[config.mk]
export PLATFORM = sky130hd
export DESIGN_NAME = quic_header_parser
export DESIGN_NICKNAME = d
export VERILOG_FILES = /design/src/rtl/qhp_pkg.sv /design/src/rtl/qhp_in_stage.sv /design/src/rtl/qhp_core.sv /design/src/rtl/qhp_out_stage.sv /design/src/rtl/quic_header_parser.sv
export VERILOG_INCLUDE_DIRS = /design/src /design/src/rtl
export SDC_FILE = /design/constraint.sdc
export NUM_CORES = 1
export LEC_CHECK = 0
export BUFFER_PORTS_ARGS = -buffer_cell sky130_fd_sc_hd__buf_2
export CORE_MARGIN = 2
export CORE_UTILIZATION = 58
export DETAILED_ROUTE_END_ITERATION = 10
export GPL_ROUTABILITY_DRIVEN = 0
export PLACE_DENSITY_LB_ADDON = 0.25
export RECOVER_POWER = 100
export SLEW_MARGIN = 5
export SYNTH_ARGS = -nofsm -noshare
export SYNTH_HDL_FRONTEND = slang
export SYNTH_SLANG_ARGS = --single-unit
export TNS_END_PERCENT = 50
[constraint.sdc]
create_clock -name aclk -period 13.5 [get_ports aclk]
set_clock_uncertainty 0.1 [all_clocks]
set_input_delay 1.35 -clock aclk [delete_from_list [all_inputs] [get_ports aclk]]
set_output_delay 1.35 -clock aclk [all_outputs]
set_load 0.03 [all_outputs]
[src/rtl/quic_header_parser_assert.svh]
// ----------------------------------------------------------------------------
// Assertion macros for the QUIC header parser
// Shared implication checks, clocked on a rising edge and held off in reset.
// ----------------------------------------------------------------------------
`ifndef QUIC_HEADER_PARSER_ASSERT_SVH
`define QUIC_HEADER_PARSER_ASSERT_SVH

// Same-cycle implication
`define QHP_ASSERT_IMPLIES(lbl, clk, rstn, ante, cons, msg) \
    lbl: assert property (@(posedge clk) disable iff (!rstn) (ante) |-> (cons)) \
        else $error(msg);

// Next-cycle implication
`define QHP_ASSERT_NEXT(lbl, clk, rstn, ante, cons, msg) \
    lbl: assert property (@(posedge clk) disable iff (!rstn) (ante) |=> (cons)) \
        else $error(msg);

`endif

[src/rtl/qhp_pkg.sv]
// ----------------------------------------------------------------------------
// QHP package
// Types, codes and constants shared by the QUIC header parser modules.
// ----------------------------------------------------------------------------
package qhp_pkg;

    localparam logic [4:0] SHORT_ID_BYTES = 5'd8;
    localparam int         TDATA_W        = 128;

    localparam logic [1:0] KIND_DEST = 2'd0;
    localparam logic [1:0] KIND_SRC  = 2'd1;
    localparam logic [1:0] KIND_NONE = 2'd2;

    typedef enum logic [7:0] {
        PH_IDLE    = 8'b0000_0001,
        PH_VERSION = 8'b0000_0010,
        PH_LENS    = 8'b0000_0100,
        PH_DEST    = 8'b0000_1000,
        PH_SRC     = 8'b0001_0000,
        PH_VFIRST  = 8'b0010_0000,
        PH_VREST   = 8'b0100_0000,
        PH_PN      = 8'b1000_0000
    } phase_t;

    typedef struct packed {
        logic [1:0]  kind;
        logic [7:0]  id_byte;
        logic [4:0]  id_index;
        logic        header_done;
        logic        is_long;
        logic [6:0]  pkt_type;
        logic [31:0] pkt_num;
        logic [2:0]  pn_length;
        logic [61:0] pay_len;
        logic [4:0]  dest_id_length;
        logic [4:0]  src_id_length;
    } qhp_result_t;

    typedef struct packed {
        logic hdr_active;
        logic fire;
    } qhp_status_t;

    // Connection-ID length nibble: zero stays zero, else n + 3
    function automatic logic [4:0] id_len_decode(input logic [3:0] nib);
        logic [4:0] len;
        len = (nib == 4'd0) ? 5'd0 : ({1'b0, nib} + 5'd3);
        return len;
    endfunction

endpackage

[src/rtl/qhp_in_stage.sv]
// ----------------------------------------------------------------------------
// QHP input stage
// Registers one incoming byte and its start flag ahead of the parser.
// ----------------------------------------------------------------------------
module qhp_in_stage
    import qhp_pkg::*;
(
    input  logic       aclk,
    input  logic       aresetn,
    input  logic       s_tvalid,
    output logic       s_tready,
    input  logic [7:0] s_byte,
    input  logic       s_sof,
    input  logic       take,
    output logic       in_valid,
    output logic [7:0] in_byte,
    output logic       in_sof
);

    logic       valid_reg;
    logic       valid_next;
    logic [7:0] byte_reg;
    logic       sof_reg;

    assign s_tready = !valid_reg || take;

    always_comb begin
        valid_next = valid_reg;
        if (s_tready) begin
            valid_next = s_tvalid;
        end
    end

    always_ff @(posedge aclk) begin
        if (!aresetn) begin
            valid_reg <= 1'b0;
        end else begin
            valid_reg <= valid_next;
        end
    end

    always_ff @(posedge aclk) begin
        if (s_tvalid && s_tready) begin
            byte_reg <= s_byte;
            sof_reg  <= s_sof;
        end
    end

    assign in_valid = valid_reg;
    assign in_byte  = byte_reg;
    assign in_sof   = sof_reg;

endmodule

[src/rtl/qhp_core.sv]
// ----------------------------------------------------------------------------
// QHP parser core
// Header state machine: advances one byte per fire and forms the result.
// ----------------------------------------------------------------------------
module qhp_core
    import qhp_pkg::*;
(
    input  logic        aclk,
    input  logic        aresetn,
    input  logic        in_valid,
    input  logic [7:0]  in_byte,
    input  logic        in_sof,
    input  logic        out_ready,
    output logic        res_load,
    output qhp_result_t res,
    output qhp_status_t status
);

    phase_t      phase_reg, phase_next;
    logic [7:0]  type_reg, type_next;
    logic [4:0]  bc_reg, bc_next;
    logic [4:0]  dest_len_reg, dest_len_next;
    logic [4:0]  src_len_reg, src_len_next;
    logic [61:0] vacc_reg, vacc_next;
    logic [3:0]  vbytes_reg, vbytes_next;
    logic [31:0] pn_reg, pn_next;
    logic [2:0]  pn_len_reg, pn_len_next;

    logic        fire;
    logic        emit;
    logic        done;
    logic [1:0]  kind;
    logic [7:0]  idb;
    logic [4:0]  idx;
    logic [4:0]  bc_inc;
    logic        lng;

    assign fire   = in_valid && out_ready;
    assign bc_inc = bc_reg + 5'd1;

    always_comb begin
        phase_next    = phase_reg;
        type_next     = type_reg;
        bc_next       = bc_reg;
        dest_len_next = dest_len_reg;
        src_len_next  = src_len_reg;
        vacc_next     = vacc_reg;
        vbytes_next   = vbytes_reg;
        pn_next       = pn_reg;
        pn_len_next   = pn_len_reg;
        emit          = 1'b0;
        done          = 1'b0;
        kind          = KIND_NONE;
        idb           = 8'd0;
        idx           = 5'd0;

        if (in_sof) begin
            type_next    = in_byte;
            bc_next      = 5'd0;
            vacc_next    = '0;
            vbytes_next  = 4'd0;
            pn_next      = 32'd0;
            src_len_next = 5'd0;
            if (in_byte[7]) begin
                dest_len_next = 5'd0;
                pn_len_next   = 3'd4;
                phase_next    = PH_VERSION;
            end else begin
                dest_len_next = SHORT_ID_BYTES;
                case (in_byte[1:0])
                    2'd0:    pn_len_next = 3'd1;
                    2'd1:    pn_len_next = 3'd2;
                    2'd2:    pn_len_next = 3'd4;
                    default: pn_len_next = 3'd0;
                endcase
                phase_next = PH_DEST;
            end
        end else begin
            unique case (phase_reg)
                PH_VERSION: begin
                    bc_next = bc_inc;
                    if (bc_inc >= 5'd4) begin
                        bc_next    = 5'd0;
                        phase_next = PH_LENS;
                    end
                end
                PH_LENS: begin
                    dest_len_next = id_len_decode(in_byte[7:4]);
                    src_len_next  = id_len_decode(in_byte[3:0]);
                    bc_next       = 5'd0;
                    // only long headers reach here, so no IDs means varint next
                    if (dest_len_next != 5'd0) begin
                        phase_next = PH_DEST;
                    end else if (src_len_next != 5'd0) begin
                        phase_next = PH_SRC;
                    end else begin
                        phase_next = PH_VFIRST;
                    end
                end
                PH_DEST: begin
                    emit    = 1'b1;
                    kind    = KIND_DEST;
                    idb     = in_byte;
                    idx     = bc_reg;
                    bc_next = bc_inc;
                    if (bc_inc >= dest_len_reg) begin
                        bc_next = 5'd0;
                        if (type_reg[7] && src_len_reg != 5'd0) begin
                            phase_next = PH_SRC;
                        end else if (type_reg[7]) begin
                            phase_next = PH_VFIRST;
                        end else if (pn_len_reg == 3'd0) begin
                            phase_next = PH_IDLE;
                            done       = 1'b1;
                        end else begin
                            phase_next = PH_PN;
                        end
                    end
                end
                PH_SRC: begin
                    emit    = 1'b1;
                    kind    = KIND_SRC;
                    idb     = in_byte;
                    idx     = bc_reg;
                    bc_next = bc_inc;
                    if (bc_inc >= src_len_reg) begin
                        bc_next = 5'd0;
                        if (type_reg[7]) begin
                            phase_next = PH_VFIRST;
                        end else if (pn_len_reg == 3'd0) begin
                            phase_next = PH_IDLE;
                            done       = 1'b1;
                        end else begin
                            phase_next = PH_PN;
                        end
                    end
                end
                PH_VFIRST: begin
                    vacc_next = {56'd0, in_byte[5:0]};
                    case (in_byte[7:6])
                        2'd0:    vbytes_next = 4'd0;
                        2'd1:    vbytes_next = 4'd1;
                        2'd2:    vbytes_next = 4'd3;
                        default: vbytes_next = 4'd7;
                    endcase
                    phase_next = (vbytes_next == 4'd0) ? PH_PN : PH_VREST;
                    bc_next    = 5'd0;
                end
                PH_VREST: begin
                    vacc_next   = {vacc_reg[53:0], in_byte};
                    vbytes_next = vbytes_reg - 4'd1;
                    if (vbytes_next == 4'd0) begin
                        phase_next = PH_PN;
                        bc_next    = 5'd0;
                    end
                end
                PH_PN: begin
                    pn_next = {pn_reg[23:0], in_byte};
                    bc_next = bc_inc;
                    if (bc_inc >= {2'd0, pn_len_reg}) begin
                        done       = 1'b1;
                        phase_next = PH_IDLE;
                        bc_next    = 5'd0;
                    end
                end
                default: begin
                    // idle bytes carry nothing; stray codes fall back to idle
                    phase_next = PH_IDLE;
                end
            endcase
        end
    end

    assign lng = type_next[7];

    always_comb begin
        res                = '0;
        res.kind           = kind;
        res.id_byte        = idb;
        res.id_index       = idx;
        if (done) begin
            res.header_done    = 1'b1;
            res.is_long        = lng;
            res.pkt_type       = lng ? type_next[6:0] : 7'd0;
            res.pkt_num        = pn_next;
            res.pn_length      = pn_len_next;
            res.pay_len        = lng ? vacc_next : 62'd0;
            res.dest_id_length = dest_len_next;
            res.src_id_length  = lng ? src_len_next : 5'd0;
        end
    end

    assign res_load          = fire && (emit || done);
    assign status.hdr_active = (phase_reg != PH_IDLE);
    assign status.fire       = fire;

    always_ff @(posedge aclk) begin
        if (!aresetn) begin
            phase_reg    <= PH_IDLE;
            type_reg     <= 8'd0;
            bc_reg       <= 5'd0;
            dest_len_reg <= 5'd0;
            src_len_reg  <= 5'd0;
            vacc_reg     <= '0;
            vbytes_reg   <= 4'd0;
            pn_reg       <= 32'd0;
            pn_len_reg   <= 3'd0;
        end else if (fire) begin
            phase_reg    <= phase_next;
            type_reg     <= type_next;
            bc_reg       <= bc_next;
            dest_len_reg <= dest_len_next;
            src_len_reg  <= src_len_next;
            vacc_reg     <= vacc_next;
            vbytes_reg   <= vbytes_next;
            pn_reg       <= pn_next;
            pn_len_reg   <= pn_len_next;
        end
    end

endmodule

[src/rtl/qhp_out_stage.sv]
// ----------------------------------------------------------------------------
// QHP output stage
// Result register: holds one item until the sink takes it and packs it.
// ----------------------------------------------------------------------------
module qhp_out_stage
    import qhp_pkg::*;
(
    input  logic               aclk,
    input  logic               aresetn,
    input  logic               res_load,
    input  qhp_result_t        res,
    output logic               out_ready,
    output logic               m_tvalid,
    input  logic               m_tready,
    output logic [TDATA_W-1:0] m_tdata,
    output logic [1:0]         m_tuser,
    output logic               m_tlast
);

    logic        valid_reg;
    logic        valid_next;
    qhp_result_t res_reg;

    assign out_ready = !valid_reg || m_tready;

    always_comb begin
        valid_next = valid_reg;
        if (out_ready) begin
            valid_next = res_load;
        end
    end

    always_ff @(posedge aclk) begin
        if (!aresetn) begin
            valid_reg <= 1'b0;
        end else begin
            valid_reg <= valid_next;
        end
    end

    always_ff @(posedge aclk) begin
        if (res_load && out_ready) begin
            res_reg <= res;
        end
    end

    assign m_tvalid = valid_reg;
    assign m_tuser  = res_reg.kind;
    assign m_tlast  = res_reg.header_done;
    assign m_tdata  = {res_reg.src_id_length, res_reg.dest_id_length,
                       res_reg.pay_len, res_reg.pn_length,
                       res_reg.pkt_num, res_reg.pkt_type,
                       res_reg.is_long, res_reg.id_index, res_reg.id_byte};

endmodule

[src/rtl/quic_header_parser.sv]
// Path: input register, combinational core, output register; the result item
// of a byte shows on the m_ side (bytes that make no result give none).
// Throughput: one byte per cycle with no stalls; m_tready low holds the result
// register, and s_tready drops once a byte also waits in the input register.
// Reset: synchronous aresetn clears both valid flags and returns the parser
// to idle with all header state zeroed.
// ----------------------------------------------------------------------------
// QUIC header parser
// Byte-serial parser of early-draft QUIC headers; emits ID bytes and summary.
// ----------------------------------------------------------------------------
`include "quic_header_parser_assert.svh"

module quic_header_parser
    import qhp_pkg::*;
(
    input  logic               aclk,
    input  logic               aresetn,
    input  logic               s_tvalid,
    output logic               s_tready,
    input  logic [7:0]         s_tdata,   // data_byte
    input  logic               s_tuser,   // start_of_header
    output logic               m_tvalid,
    input  logic               m_tready,
    // id_byte, id_index, is_long, pkt_type, pkt_num, pn_length,
    // pay_len, dest_id_length, src_id_length
    output logic [TDATA_W-1:0] m_tdata,
    output logic [1:0]         m_tuser,   // kind
    output logic               m_tlast    // header_done
);

    logic        in_valid;
    logic [7:0]  in_byte;
    logic        in_sof;
    logic        out_ready;
    logic        res_load;
    qhp_result_t res;
    qhp_status_t status;

    qhp_in_stage u_in (
        .aclk     (aclk),
        .aresetn  (aresetn),
        .s_tvalid (s_tvalid),
        .s_tready (s_tready),
        .s_byte   (s_tdata),
        .s_sof    (s_tuser),
        .take     (out_ready),
        .in_valid (in_valid),
        .in_byte  (in_byte),
        .in_sof   (in_sof)
    );

    qhp_core u_core (
        .aclk      (aclk),
        .aresetn   (aresetn),
        .in_valid  (in_valid),
        .in_byte   (in_byte),
        .in_sof    (in_sof),
        .out_ready (out_ready),
        .res_load  (res_load),
        .res       (res),
        .status    (status)
    );

    qhp_out_stage u_out (
        .aclk      (aclk),
        .aresetn   (aresetn),
        .res_load  (res_load),
        .res       (res),
        .out_ready (out_ready),
        .m_tvalid  (m_tvalid),
        .m_tready  (m_tready),
        .m_tdata   (m_tdata),
        .m_tuser   (m_tuser),
        .m_tlast   (m_tlast)
    );

    `QHP_ASSERT_IMPLIES(a_none_is_done, aclk, aresetn, m_tvalid && m_tuser == KIND_NONE, m_tlast, "item without ID byte is not a header completion")

    `QHP_ASSERT_IMPLIES(a_kind_legal, aclk, aresetn, m_tvalid, m_tuser != 2'd3, "illegal kind on result")

    `QHP_ASSERT_IMPLIES(a_short_no_payload, aclk, aresetn, m_tvalid && m_tlast && !m_tdata[13], m_tdata[117:56] == 62'd0 && m_tdata[127:123] == 5'd0, "short header reports long-only fields")

    `QHP_ASSERT_NEXT(a_done_to_idle, aclk, aresetn, res_load && res.header_done && status.fire, !status.hdr_active, "parser not idle after header completion")

endmodule
==> results_dict.tcl <==
set metrics [dict create \
    status "finished with violations" \
    violations "capacitance limit, slew limit" \
    regArea_um2 6890 \
    diodes 0 \
    max_freq_mhz 153 \
    synth_commonest_cells "nor2_1 (235), a22oi_1 (174), edfxtp_1 (140)" \
    synth-edff-count 140 \
    fillers 1630 \
    synth_top_area_share 0.364 \
    grt_usage 0.249 \
    hold_end "u_core.type_reg[2]" \
    synth_cells 1120 \
    synth_area_um2 11600 \
    drtIter0Drc 1037 \
    slew_headroom -1.64 \
    clock_path_buffers 3 \
    hp-class "reg -> reg" \
    synth_top_cell_by_area "edfxtp_1" \
    seqPwrFrac 0.530 \
    syn_nets 1152 \
    finalMaxSlewViolations 450 \
    multi_input_area_um2 4220 \
    grt_max_degree 81 \
    wl_per_cell_um 18.3 \
    rsz0062_at_grt "no" \
    wl_um 27400 \
    hp-start "u_core.type_reg[2]" \
    rr_worst_depth 7 \
    cts_resized 0 \
    port_buffers 145 \
    fp.dieArea_um2 21100 \
    ant_nets 0 \
    synth_fa_ha_area_frac 0.0224 \
    syn_to_final_growth_pct 12.6 \
    rows 51 \
    yosys_warnings 0 \
    cts_buffers 27 \
    required_ns 13.43 \
    grt_pass1_vias 8212 \
    ios 146 \
    clkPwrFrac 0.442 \
    power_leakage_nw 3.87 \
    initial_core_util 0.592 \
    synthMostInstantiatedCell "nor2_1" \
    cts-root-buf "clkbuf_16" \
    vias_per_cell 6.04 \
    p_int_mw 1.32 \
    finalSetupTns_ns 0 \
    die-height_um 145 \
    grt_pass1_wl_um 43500 \
    antenna_found_initial 0 \
    synth-seq-cells 274 \
    drive_gt1_frac 0.0511 \
    rrSetupSlack_ns 6.96 \
    power.switching_mw 0.347 \
    peakVddDrop_uv 93.7 \
    synth_top_family_by_area "compound AO/OA/AOI/OAI gates" \
    drc_errors 0 \
    power_density_nw_per_um2 128 \
    crit_path_start_kind "flop" \
    yosysSeqAreaShare 0.596 \
    hold_depth 2 \
    nets 1244 \
    synth-main-ff-cell "edfxtp_1" \
    yosysUniqueCellTypes 64 \
    clock_latency_ns 0.53 \
    setup_viol 0 \
    swShare 0.208 \
    cts_sinks 274 \
    drtPass1Iterations 6 \
    cts_setup_buffers 0 \
    largest_register_ffs 128 \
    reg2reg_from "u_core.phase_reg[2]" \
    dpl_worst_slack_ns 9.68 \
    combPwrFrac 0.028 \
    end_kind "flop" \
    async_reset_ff_frac 0 \
    avgSynthCellArea_um2 10.3 \
    overflow 0 \
    hold_buffers 0 \
    htree_levels 1 \
    synth_simple_gate_area_frac 0.154 \
    cts_tree "built" \
    worst_pin_slew_ns 3.96 \
    r2r-end "u_out.m_tdata[29]" \
    period_share 0.484 \
    die_w_um 145 \
    synth_compound_area_frac 0.178 \
    cp_data_arrival_time_ns 6.47 \
    synth.area.top_cells "edfxtp_1 (36%), dfxtp_1 (23%), a22oi_1 (11%)" \
    vias 9047 \
    drv_cap 9 \
    synth_mux_area_frac 0.00346 \
    synth-xor-area-share 0.00530 \
    clk_pin_slew_ns 0.06 \
    critPathMaxFanout 78 \
    hold_viol 0 \
    hpwl_um 16800 \
    finalWorstSetupSlack_ns 6.96 \
    core_um2 19500 \
    min_period_ns 6.54 \
    crit_type "reg -> reg" \
]
worst max path at each step:
stage / from / endpoint / slack, ns
final: u_core.phase_reg[2] / u_out.m_tdata[29] / 6.96
after global routing: u_core.bc_reg[0] / u_out.m_tdata[21] / 6.23
after CTS: u_core.phase_reg[2] / u_out.m_tdata[52] / 9.71
after detailed placement: m_tready / u_out.m_tdata[43] / 9.68
after global placement: m_tready / u_out.m_tdata[43] / 9.74
after floorplan: m_tready / u_out.m_tdata[0] / 2.03
critical path, cell delays in order, from the launching register on:
cell and delay, ns:
dfxtp_1 0.42, nor2_1 0.22, and3b_1 0.22, and4bb_2 0.80
a21oi_1 0.19, nor3_1 0.32, clkbuf_1 0.85, clkbuf_1 2.83
layout by cell type, fill, tap and decap left out, types with 22 or more instances in the layout:
cell type | Yosys | routed
a21oi_1 | 52 | 52
a22oi_1 | 174 | 174
clkbuf_1 | 74 | 157
clkbuf_16 | 0 | 27
dfxtp_1 | 134 | 134
edfxtp_1 | 140 | 140
inv_1 | 25 | 24
nand2_1 | 60 | 60
nor2_1 | 235 | 232
nor3_1 | 22 | 22
power groups by stage:
stage | clock network (mW) | registers [mW] | logic, mW
floorplan | 0 | 0.896 | 0.0345
global placement | 0 | 0.899 | 0.0457
detailed placement | 0 | 0.899 | 0.0461
CTS | 0.744 | 0.881 | 0.0464
global route | 0.775 | 0.882 | 0.0506
finish | 0.736 | 0.882 | 0.0462
metrics by stage:
step | instances | power (mW) | area [um2] | hold WS [ns] | utilization
2_1_floorplan | 1120 | 0.930 | 11600 | 0.336 | -
5_1_grt | 1498 | 1.71 | 13000 | 0.381 | 0.667
3_5_place_dp | 1448 | 0.945 | 12400 | 0.347 | 0.634
3_3_place_gp | 1448 | 0.945 | 12400 | 0.343 | 0.634
6_report | 1498 | 1.66 | 13000 | 0.356 | 0.667
4_1_cts | 1498 | 1.67 | 13200 | 0.356 | 0.678
routing by layer:
layer,part of all wire,wire (um),up-vias,global-route usage
li1,-,-,4271,-
met1,0.44,12200,4322,0.361
met2,0.45,12400,387,0.381
met3,0.072,1980,67,0.0381
met4,0.030,823,0,0.0912
met5,0,0,-,0
cell type report:
cell class                 instances  share of cell area
clock inverter                     9             0.00913
clock buffer                      41              0.0567
sequential                       274               0.529
tap                              265              0.0255
timing repair buffer             158              0.0479
inverter                          25             0.00730
multi-input combinational        726               0.324
cells by family after synthesis:
kind of cell	Yosys count
xor+xnor	7
compound gates	294
buf+inv	120
simple gates	400
fa+ha+maj	21
mux	4
flops	274
Note: power is estimated with default switching activity, not from simulation.
